$ cat src/rtl/wvp_pkg.sv
// Shared constants and types of the window velocity predictor.
// No dependencies; every other file of the block but wvp_ram imports this package.
package wvp_pkg;

  localparam int HISTORY_DEPTH_DEF = 10;
  localparam int POS_W    = 32;
  localparam int STAMP_W  = 48;
  localparam int DT_W     = 24;
  localparam int SPAN_W   = 20;
  localparam int LANES    = 3;
  localparam int DVD_W    = 56;
  localparam int DSR_W    = STAMP_W;
  localparam int US_PER_S = 1000000;
  localparam logic [SPAN_W-1:0] MIN_SPAN_RST = SPAN_W'(1000);

  localparam logic CMD_PUSH  = 1'b0;
  localparam logic CMD_QUERY = 1'b1;

  typedef struct packed {
    logic                          cmd;
    logic [LANES-1:0][POS_W-1:0]   pos;
    logic [STAMP_W-1:0]            stamp;
    logic [DT_W-1:0]               predict;
  } item_t;

endpackage

$ cat src/rtl/wvp_front.sv
// Input side: accepts transactions, packs them into items and queues them.
// Depends on wvp_pkg.
module wvp_front import wvp_pkg::*; (
  input  logic               clk,
  input  logic               rst_n,
  input  logic               in_valid,
  output logic               in_stall,
  input  logic               in_cmd,
  input  logic [POS_W-1:0]   in_pos_x,
  input  logic [POS_W-1:0]   in_pos_y,
  input  logic [POS_W-1:0]   in_pos_z,
  input  logic [STAMP_W-1:0] in_stamp_us,
  input  logic [DT_W-1:0]    in_predict_us,
  output logic               q_valid,
  output item_t              q_item,
  input  logic               q_pop
);

  item_t      slot_r [2];
  logic       wr_r, rd_r;
  logic [1:0] cnt_r;
  logic       push;
  item_t      item;

  // Classify the transaction: the command selects which fields matter later.
  always_comb begin
    item.cmd     = in_cmd;
    item.pos     = {in_pos_z, in_pos_y, in_pos_x};
    item.stamp   = in_stamp_us;
    item.predict = in_predict_us;
  end

  assign in_stall = (cnt_r == 2'd2);
  assign push     = in_valid && !in_stall;
  assign q_valid  = (cnt_r != 2'd0);
  assign q_item   = slot_r[rd_r];

  always_ff @(posedge clk) begin
    if (!rst_n) begin
      wr_r  <= 1'b0;
      rd_r  <= 1'b0;
      cnt_r <= 2'd0;
    end else begin
      if (push) begin
        slot_r[wr_r] <= item;
        wr_r         <= !wr_r;
      end
      if (q_pop) begin
        rd_r <= !rd_r;
      end
      cnt_r <= cnt_r + 2'(push) - 2'(q_pop);
    end
  end

endmodule

$ cat config.mk
export PLATFORM = sky130hd
export DESIGN_NAME = wvp_front
export DESIGN_NICKNAME = d
export VERILOG_FILES = /design/src/rtl/wvp_pkg.sv /design/src/rtl/wvp_front.sv
export SDC_FILE = /design/constraint.sdc
export NUM_CORES = 1
export LEC_CHECK = 0
export BUFFER_PORTS_ARGS = -buffer_cell sky130_fd_sc_hd__buf_2
export CAP_MARGIN = 20
export CORE_ASPECT_RATIO = 1.5
export CORE_MARGIN = 3
export CORE_UTILIZATION = 52
export DETAILED_ROUTE_END_ITERATION = 16
export GPL_TIMING_DRIVEN = 1
export PLACE_DENSITY_LB_ADDON = 0.2
export REMOVE_ABC_BUFFERS = 1
export SYNTH_ARGS = -nofsm -noshare
export SYNTH_HDL_FRONTEND = slang
export SYNTH_SLANG_ARGS = --single-unit
$ cat constraint.sdc
create_clock -name clk -period 10.7 [get_ports clk]
set_clock_uncertainty 0.1 [all_clocks]
set_input_delay 2.14 -clock clk [delete_from_list [all_inputs] [get_ports clk]]
set_output_delay 2.14 -clock clk [all_outputs]
set_load 0.1 [all_outputs]
# == Word level (Yosys, flattened, before mapping) ==
# Memories as Yosys holds them, arrays and structs flattened. A register that Yosys moved wholly into a read port is not among the register bits.
# Index checks and enable logic that the tools add are counted.
# classes
n_addsub,2
n_eq_ne,1
muxes,5
n_reduce_logical,5
# op_table
cell,count
$mux W1,5
$logic_not A1 Y1,3
$add A2 B1 Y2,1
$eq A2 B2 Y1 const B,1
$reduce_bool A2 Y1,1
$sub A2 B1 Y2,1
$logic_and A1 B1 Y1,1
# word_totals
register_bits,4
ram_bits,338
input_bits,173
elab_cells,17
n_memories,1
# mem_list
memory,depth,width,rd,rd_ports_with_merged_regs,wr,line,rtl
slot_r,2,169,1,1,1,wvp_front.sv:19,item_t slot_r [2];

# == Logic depth before layout (Yosys ltp) ==
# Gate-level depths: netlist (run 1).
# depth
word_depth,6
ltp_mapped,9

# == Worst setup path before layout (run 1) ==
# No wires, ideal clock.
# synth_timing
path_type,input-to-reg
startpoint,input in_valid
endpoint,memory slot_r[0][0] (netlist bit) (enable)
arrival_time_ps,9244
path_slack_ps,657
path_stages,2
n_path_buf,0
path_cell_list,nand3_1 nor2_1
# synth_between
elab_chain_cells,4
# synth_lines
element,line,rtl
from (decl),wvp_front.sv:6,"input logic in_valid,"
$logic_and A1 B1 Y1,wvp_front.sv:34,assign push = in_valid && !in_stall;
$mux W1,wvp_front.sv:44,if (push) begin
$mux W1,wvp_front.sv:39,if (!rst_n) begin
$mux W1 (implied by the code),wvp_front.sv:45,slot_r[wr_r] <= item;
to (decl),wvp_front.sv:19,
# Every way passes these cells.

==> flow_summary.ini, run 1 <==
[setup_path]
start_kind = register
critPathMaxFanout = 63
critical_path_required_time_ns = 8.46
worst_path_largest_cell_delay_ns = 0.93
worst_path_max_delay_cell = dfxtp_4
path_class = reg -> out
critical-path-top-delay-family = buffers and inverters
timing.critical_path.cells = buf_4 > mux2_4 > buf_2
worstPathBufferInverterCount = 2
critPathCaptureType = output pin
critical_path_arrival_ns = 3.16

[power]
share_clk_of_total_power_pct = 27.9
comb_power_share_pct = 27.0
power_frac_seq_pct = 45.1
fin_total_pwr_uw = 3630
switching_share_pct = 34.7
power.leakage_uw = 0.00607
power_density_nw_per_um2 = 230
p_sw_uw = 1260
intPower_uw = 2370
vdd_drop_max_v = 0.000181

[floorplanning]
effective_utilization_at_floorplan_pct = 53.5
core-area_sq_um = 24000
die_width_microns = 134
core.rowCount = 69
die_h_microns = 198
design.die.area_sq_um = 26700
design.portCount = 344

[cts]
clock-root-buffer = clkbuf_16
cts_max_path_buffers = 3
cts.hold.buffers_added = 0
htreeDepth = 1
cts_made_buffers = 30
clock_latency_ns = 0.53
post_cts_buffers = 0
cts_tree = built
cts.repair.resized = 0
clkSlewWorstSetupHoldPaths_ns = 0.06
number_of_clock_sinks = 343

[placement]
dp_hpwl_microns = 17600
dpl_worst_slack_ns = 5.82
placement.io_buffers = 343
routabilityCongestion = 0.769
post_dp_cell_area_sq_um = 14800
place_inst = 1201

[detailed_routing]
antenna_left = 0
drt-total-wl_microns = 25300
number_of_detailed_route_iterations_in_the_first_pass = 4
number_of_violations_reported_at_the_end_of_detailed_routing_iteration_0 = 358
routedWlPerCell_microns = 20.0
vias_per_cell = 5.05
routed-via-count = 6394
remaining_drc_errors = 0

[layout]
postLayoutCellArea_sq_um = 15800
drive_above_1_share_pct = 60.2
area_growth_syn_to_layout_pct = 23.1
final_nets = 1089
layoutNonFillerInstCount = 1266
fillers = 1739

[run_status]
outcome = complete, no violations

[sta]
tightest_slew_ns = 0.977
fin_crit_sh_pct = 50.5
timing.max_slew.rel_slack_pct = 34.8
finalSetupViolCount = 0
timing.final.max_slew_violations = 0
finalWorstPathRequiredPeriod_ns = 5.40
report.final.hold_viol_count = 0
post-route-worst-setup-slack_ns = 5.30
max_fclk_mhz = 185
setup_tns_ns = 0
rsz_0062_raised_after_global_routing = false

[logic_synthesis]
synth_fa_ha_area_share_pct = 0.195
yosys.area_share.xor_xnor_pct = 0.205
synth_area_sq_um = 12800
ys_types = 18
synth_seq_area_share_pct = 79.8
synth_top_family_by_area = multiplexers
synth_largest_area_cell = edfxtp_1
synth_simple_gate_area_share_pct = 0.487
synth.area.top_cells = edfxtp_1, mux2_4, mux2_2, buf_6, dfxtp_1
syn_area_per_cell_sq_um = 23.3
yosys_register_bits = 343
yosysWarnings = 0
synth_top_area_share_pct = 79.0
post_synth_inst_count = 551
synth_compound_gate_area_share_pct = 0.0487
share_of_synthesized_area_spent_on_multiplexers_pct = 17.7

[grt]
grt_first_pass_wirelength_microns = 36900
globalRouteTotalUtil_pct = 17.9
grt_overflow = 0
maximum_number_of_pins_on_one_net_before_global_route_repair = 64
number_of_antenna_violations_at_the_first_check_in_global_routing = 9
number_of_global_route_vias_before_repair = 6867

[min_path]
hp-class = reg -> reg

[job]
max_cap_violations = 0
## flip-flops by register name, summed over array words and instances, names as in the netlist, named ones only
register  flops
slot_r      338
rd_r          1
cnt_r         2
wr_r          1
## worst min-delay path: stages (launching register included)
cell     delay, ns
dfxtp_1       0.36
nand2_1       0.08
o22ai_1       0.07
## synthesized netlist by cell type, drive strengths merged
cell,n
nand2,1
buf,19
and2,5
edfxtp,338
xor2,1
nand3,1
ha,2
or2,1
and3,1
dfxtp,5
o22ai,1
xnor2,2
inv,3
nand2b,1
nor2,1
mux2,169
## cell usage in the layout (no fill, tap or decap), drive strengths merged
cell type | synthesis | layout
and2 | 5 | 5
and3 | 1 | 1
buf | 19 | 350
bufinv | 0 | 2
clkbuf | 0 | 34
clkinv | 0 | 19
clkinvlp | 0 | 1
dfxtp | 5 | 5
diode | 0 | 9
edfxtp | 338 | 338
ha | 2 | 2
inv | 3 | 3
mux2 | 169 | 169
nand2 | 1 | 1
nand2b | 1 | 1
nand3 | 1 | 1
nor2 | 1 | 1
o22ai | 1 | 1
or2 | 1 | 1
xnor2 | 2 | 2
xor2 | 1 | 1
## power by group through the flow
stage	Combinational (uW)	Clock [uW]	Sequential, uW
after floorplan	850	0	1700
after global placement	974	0	1660
after detailed placement	984	0	1670
after CTS	986	1040	1640
after global routing	1010	1100	1650
final	979	1010	1640
## stage by stage
step / hold WS, ns / utilization [%]
after floorplan: 0.368 / -
after global placement: 0.421 / 61.8
after detailed placement: 0.450 / 61.8
after CTS: 0.464 / 65.7
after global routing: 0.480 / 65.8
final: 0.457 / 65.8
## area by class of cell
type                    count  area [sq um]  area share (%)
flip-flops and latches    343         10300            64.9
multi-input cells         186          2410            15.3
repair buffers            350          1770            11.2
clock buffers              34           787            4.98
well taps                 319           399            2.53
clock inverters            22           149           0.942
diodes                      9          22.5           0.143
inverters                   3          11.3          0.0713
## layer usage
layer / vias to the layer above / global-route usage (%) / routed length, microns
li1: 2927 / - / -
met1: 3149 / 19.6 / 8610
met2: 256 / 32.2 / 13700
met3: 60 / 4.35 / 1810
met4: 2 / 9.06 / 1090
met5: - / 0 / 13
## path summary, 6_finish.rpt
path	start	endpoint	slack, ns	cells past startpoint
max	register	q_item[131]	5.30	3
min	wr_r	wr_r	0.46	2
max reg2reg	cnt_r[0]	slot_r[1][110]	8.02	4
min reg2reg	wr_r	wr_r	0.46	2
## logic make-up (layout without fill, tap and decap cells)
group / count (synthesis) / in the layout
AOI/OAI and AO/OA: 1 / 1
and+or+nand+nor: 11 / 11
DFF: 343 / 343
buffers and inverters: 22 / 409
other: 0 / 9
adders and majority gates: 2 / 2
muxes: 169 / 169
xor gates and xnor gates: 3 / 3
Note: power is estimated with default switching activity, not from simulation.
==> run 2, diff against run 1 <==
--- a/config.mk
+++ b/config.mk
@@ -5,11 +5,12 @@
 export SDC_FILE = /design/constraint.sdc
 export NUM_CORES = 1
 export LEC_CHECK = 0
+export ABC_AREA = 1
 export BUFFER_PORTS_ARGS = -buffer_cell sky130_fd_sc_hd__buf_2
 export CAP_MARGIN = 20
 export CORE_ASPECT_RATIO = 1.5
 export CORE_MARGIN = 3
-export CORE_UTILIZATION = 52
+export CORE_UTILIZATION = 47
 export DETAILED_ROUTE_END_ITERATION = 16
 export GPL_TIMING_DRIVEN = 1
 export PLACE_DENSITY_LB_ADDON = 0.2
==> constraint.sdc (replaced) <==
create_clock -name clk -period 4.96 [get_ports clk]
set_clock_uncertainty 0.1 [all_clocks]
set_input_delay 0.992 -clock clk [delete_from_list [all_inputs] [get_ports clk]]
set_output_delay 0.992 -clock clk [all_outputs]
set_load 0.1 [all_outputs]
==> run 2 against run 1 <==
Via count up 0.14%. Power grew 100%. Combinational power increased by 53%. Global-route usage shrank 0.49 points. Flip-flop and latch count did not move. Non-clock buffer count increased by 2. Synthesized cell count is 1.6% higher. Critical path depth did not move. Register-to-register slack got worse by 5.2 ns. Area after synthesis hardly changed. Critical path type unchanged.
==> flow_summary.ini, run 2 <==
[run_status]
outcome = complete, no violations

[placement]
placement.io_buffers = 343
dp_hpwl_microns = 18100
post_dp_cell_area_sq_um = 14900
routabilityCongestion = 0.825
place_inst = 1230

[floorplanning]
die_h_microns = 209
core.rowCount = 73
design.die.area_sq_um = 29400
effective_utilization_at_floorplan_pct = 48.0
core-area_sq_um = 26800
design.portCount = 344
die_width_microns = 141

[sta]
tightest_slew_ns = 0.929
fin_crit_sh_pct = 76.3
rsz_0062_raised_after_global_routing = false
hold-worst-slack_ns = 0.401
timing.max_slew.rel_slack_pct = 38.1
timing.final.max_slew_violations = 0
max_fclk_mhz = 264
finalSetupViolCount = 0
finalWorstPathRequiredPeriod_ns = 3.78
report.final.hold_viol_count = 0

[logic_synthesis]
synth.area.top_cells = edfxtp_1, mux2_4, mux2_2, buf_6, dfxtp_1
synth_top_area_share_pct = 79.0
yosys_register_bits = 343
synth_area_sq_um = 12800
yosysWarnings = 0
synth_enable_flop_cells = 338
post-synth-top-count-cell = edfxtp_1
synth_seq_area_share_pct = 79.8
post_synth_inst_count = 560
ys_async_sr_fraction_pct = 0
syn_area_per_cell_sq_um = 22.9
ys_top_cells_by_count = edfxtp_1, mux2_4, mux2_2, buf_6, nand2_1
ys_types = 14
synth_ff_type = edfxtp_1
synth_largest_area_cell = edfxtp_1

[cts]
post_cts_buffers = 0
cts.repair.resized = 0
cts_made_buffers = 34
clkSlewWorstSetupHoldPaths_ns = 0.06
cts_tree = built
htreeDepth = 2
clock-root-buffer = clkbuf_16
number_of_clock_sinks = 343
clock_latency_ns = 0.50
cts.hold.buffers_added = 0
cts_max_path_buffers = 3

[grt]
number_of_global_route_vias_before_repair = 6930
number_of_antenna_violations_at_the_first_check_in_global_routing = 13
grt_overflow = 0
maximum_number_of_pins_on_one_net_before_global_route_repair = 140
grt_first_pass_wirelength_microns = 38700
globalRouteTotalUtil_pct = 17.4

[power]
vdd_drop_max_v = 0.000419
power.leakage_uw = 0.00617
power_density_nw_per_um2 = 459

[setup_path]
critical-path-top-delay-family = buffers and inverters
critical_path_arrival_ns = 2.69
reg2reg_from = cnt_r[1]
start_kind = register
critPathCaptureType = output pin
worstPathBufferInverterCount = 2
timing.critical_path.cells = buf_4 > mux2_2 > buf_2
critPathMaxFanout = 49
path_class = reg -> out
worst_path_largest_cell_delay_ns = 0.85
reg2reg_slack_ns = 2.78
r2r-end = cnt_r[1]
critical_path_required_time_ns = 3.87
worst_path_max_delay_cell = dfxtp_4
reg2reg_depth = 10

[detailed_routing]
vias_per_cell = 4.94
routedWlPerCell_microns = 20.2
drt-total-wl_microns = 26200
number_of_violations_reported_at_the_end_of_detailed_routing_iteration_0 = 274
routed-via-count = 6403
antenna_left = 0
number_of_detailed_route_iterations_in_the_first_pass = 4
remaining_drc_errors = 0

[layout]
area_growth_syn_to_layout_pct = 24.7
number_of_flip_flops_under_the_largest_register_name = 338
layout_commonest_cell = buf_2
drive_above_1_share_pct = 60.2
layout_top_registers = slot_r x338, cnt_r x2
final_cell_mix = buf_2, edfxtp_1, mux2_4, mux2_2, clkbuf_16
final_nets = 1104
postLayoutCellArea_sq_um = 16000
regMostFlops = slot_r
layoutNonFillerInstCount = 1297
postLayoutCoreUtil_pct = 59.9

[min_path]
holdPathStages = 2
worstHoldStart = rd_r
hold-path-endpoint = rd_r
hp-class = reg -> reg

[job]
max_cap_violations = 0
[run 2: cell types whose count changed after synthesis, sizes merged, moves of 2 or more]
cell	change
xnor2	-2
and2	-5
inv	+3
nor2	+6
nand2	+8
o21ai	+2
[run 2: layout make-up]
| class | count | area (sq um) |
|---|---|---|
| Antenna cell | 12 | 30.0 |
| Clock buffer | 41 | 941 |
| Clock inverter | 14 | 120 |
| Fill cell | 2019 | 10700 |
| Inverter | 6 | 22.5 |
| Multi-Input combinational cell | 192 | 2410 |
| Sequential cell | 343 | 10300 |
| Tap cell | 337 | 422 |
| Timing Repair Buffer | 352 | 1820 |
[run 2: how the worst max path moves through the flow]
| stage | end | cells past startpoint |
|---|---|---|
| detailed placement | q_item[51] | 3 |
| floorplan | slot_r[0][0] | 2 |
| global placement | q_item[43] | 3 |
| CTS | q_item[51] | 3 |
| finish | q_item[51] | 3 |
| global route | q_item[48] | 3 |
[run 2: routing by layer]
layer  global-route usage (%)  wire, microns
met3                     4.67           1740
met2                     31.4          14700
met1                     17.8           8630
met4                     10.1           1120
met5                        0             13
[run 2: through the flow]
stage | TNS (ns) | worst slack [ns] | total power, uW
floorplan | -1791.11 | -4.05 | 4800
global placement | 0 | 1.71 | 4980
detailed placement | 0 | 1.65 | 4990
CTS | 0 | 1.12 | 7430
global route | 0 | 1.02 | 7600
finish | 0 | 1.18 | 7350
[run 2: logic make-up after synthesis]
family	share of synthesized area, %
AND/OR/NAND/NOR	0.555
adder cells (fa/ha/maj)	0.195
buffers and inverters	1.60
multiplexers	17.8
AO/OA/AOI/OAI	0.117
flip-flops	79.8
[run 2: power by group]
group	leakage, uW	total (uW)	switching (uW)	internal, uW
Sequential	0.00313	3420	54.3	3360
Combinational	0.00252	1500	1190	311
Clock	0.000521	2430	988	1450
[run 2: tightest hold or removal path: stages, from the launching register on]
cell	delay (ns)
dfxtp_1	0.33
nor2_1	0.06
nor2_1	0.08
==> run 3, diff against run 2 <==
--- a/config.mk
+++ b/config.mk
@@ -10,7 +10,7 @@
 export CAP_MARGIN = 20
 export CORE_ASPECT_RATIO = 1.5
 export CORE_MARGIN = 3
-export CORE_UTILIZATION = 47
+export CORE_UTILIZATION = 52
 export DETAILED_ROUTE_END_ITERATION = 16
 export GPL_TIMING_DRIVEN = 1
 export PLACE_DENSITY_LB_ADDON = 0.2
==> constraint.sdc (replaced) <==
create_clock -name clk -period 3.58 [get_ports clk]
set_clock_uncertainty 0.1 [all_clocks]
set_input_delay 0.716 -clock clk [delete_from_list [all_inputs] [get_ports clk]]
set_output_delay 0.716 -clock clk [all_outputs]
set_load 0.1 [all_outputs]
==> run 3 against run 2 <==
Core utilization grew 6.8 points. Hold slack worse by 0.15 ns. Cell count fell by 1.7%. Worst setup slack lost 0.79 ns. Non-clock buffer count increased by 1. Critical endpoint is now q_item[48].
==> flow_summary.ini, run 3 (same netlist as run 2, synthesis figures left out) <==
[grt]
grt_first_pass_wirelength_microns = 36600
grt_overflow = 0
maximum_number_of_pins_on_one_net_before_global_route_repair = 95
number_of_antenna_violations_at_the_first_check_in_global_routing = 12
globalRouteTotalUtil_pct = 17.9
number_of_global_route_vias_before_repair = 6665

[detailed_routing]
number_of_detailed_route_iterations_in_the_first_pass = 4
number_of_violations_reported_at_the_end_of_detailed_routing_iteration_0 = 336
routedWlPerCell_microns = 19.5
total_routed_wire_length_on_the_met1_layer_microns = 8520
route.met2.wl_microns = 13500
drt-total-wl_microns = 24800
antenna_left = 0
vias_per_cell = 5.01
routed-via-count = 6392
wl_met3_microns = 1750
route.top_layer_used = met5
remaining_drc_errors = 0

[layout]
final_cell_mix = buf_2, edfxtp_1, mux2_4, mux2_2, clkbuf_16
regMostFlops = slot_r
final_nets = 1102
postLayoutCellArea_sq_um = 16000
area_growth_syn_to_layout_pct = 24.6
postLayoutCoreUtil_pct = 66.7
layout_top_registers = slot_r x338, cnt_r x2
drive_above_1_share_pct = 60.2
multiInputGateArea_sq_um = 2410
number_of_flip_flops_under_the_largest_register_name = 338
layout_commonest_cell = buf_2
fillers = 1703
area.sequential_sq_um = 10300

[floorplanning]
core.rowCount = 69
core-area_sq_um = 24000
design.die.area_sq_um = 26700
design.portCount = 344
effective_utilization_at_floorplan_pct = 53.5
die_width_microns = 134
die_h_microns = 199

[power]
fin_total_pwr_uw = 10100
vdd_drop_max_v = 0.000544
power.leakage_uw = 0.00617
power_density_nw_per_um2 = 633

[min_path]
hp-class = in -> reg
worstHoldStart = in_predict_us[7]
hold-path-endpoint = slot_r[0][7]
holdPathStages = 1

[setup_path]
critical_path_arrival_ns = 2.37
reg2reg_depth = 10
r2r-end = cnt_r[1]
critical_path_required_time_ns = 2.76
start_kind = register
reg2reg_slack_ns = 1.39
critPathCaptureType = output pin
reg2reg_from = cnt_r[1]
critPathMaxFanout = 32
path_class = reg -> out

[sta]
timing.final.max_slew_violations = 0
tightest_slew_ns = 0.886
rsz_0062_raised_after_global_routing = false
finalSetupViolCount = 0
report.final.hold_viol_count = 0
post-route-worst-setup-slack_ns = 0.389
timing.max_slew.rel_slack_pct = 40.3
finalWorstPathRequiredPeriod_ns = 3.19
max_fclk_mhz = 313
hold-worst-slack_ns = 0.256
fin_crit_sh_pct = 89.1

[placement]
dpl_worst_slack_ns = 0.905
dp_hpwl_microns = 16700
placement.io_buffers = 343
post_dp_cell_area_sq_um = 15000
routabilityCongestion = 0.749

[cts]
cts.repair.resized = 0
number_of_clock_sinks = 343
clkSlewWorstSetupHoldPaths_ns = 0.07
clock-root-buffer = clkbuf_16
cts_max_path_buffers = 3
htreeDepth = 1
cts.hold.buffers_added = 0
clock_latency_ns = 0.54
cts_tree = built
post_cts_buffers = 0
cts_made_buffers = 31

[run_status]
outcome = complete, no violations

[job]
max_cap_violations = 0
## run 3: cell count changes in the layout (fill, tap and decap cells not counted), sizes merged
cell	delta
diode	-5
clkinv	+1
bufinv	+3
inv	+1
clkbuf	-6
clkinvlp	+1
buf	+1
## run 3: worst max path at each step
stage          startpoint           end
2_1_floorplan    in_valid  slot_r[0][0]
3_3_place_gp     register    q_item[48]
3_5_place_dp     register     q_item[2]
4_1_cts          register     q_item[2]
5_1_grt          register    q_item[45]
6_report         register    q_item[48]
## run 3: final cells by class
| type | instances | area share [%] |
|---|---|---|
| Antenna cell | 7 | 0.109 |
| Clock buffer | 35 | 4.94 |
| Clock inverter | 20 | 1.46 |
| Inverter | 6 | 0.141 |
| Multi-Input combinational cell | 192 | 15.0 |
| Sequential cell | 343 | 64.1 |
| Tap cell | 319 | 2.49 |
| Timing Repair Buffer | 353 | 11.7 |
## run 3: report_power, final
group          internal, uW  switching (uW)  total, uW
logic                   441            1660       2110
registers              4650            63.7       4720
clock network          1940            1360       3300
total                  7040            3090      10100
## run 3: metrics by stage
stage	TNS, ns	cells
global placement	0	1213
global route	0	1275
detailed placement	0	1213
finish	0	1275
floorplan	-2350.83	541
CTS	0	1268
## run 3: metal layers
| metal | GRT usage [%] | vias up |
|---|---|---|
| met5 | 0 | - |
| li1 | - | 2958 |
| met3 | 4.61 | 67 |
| met4 | 7.21 | 10 |
| met2 | 32.5 | 237 |
| met1 | 20.0 | 3120 |
## run 3: worst max-delay path, stage by stage, from the launching register on
cell and delay [ns]:
dfxtp_4 0.75, buf_4 0.39, mux2_2 0.38, buf_2 0.29
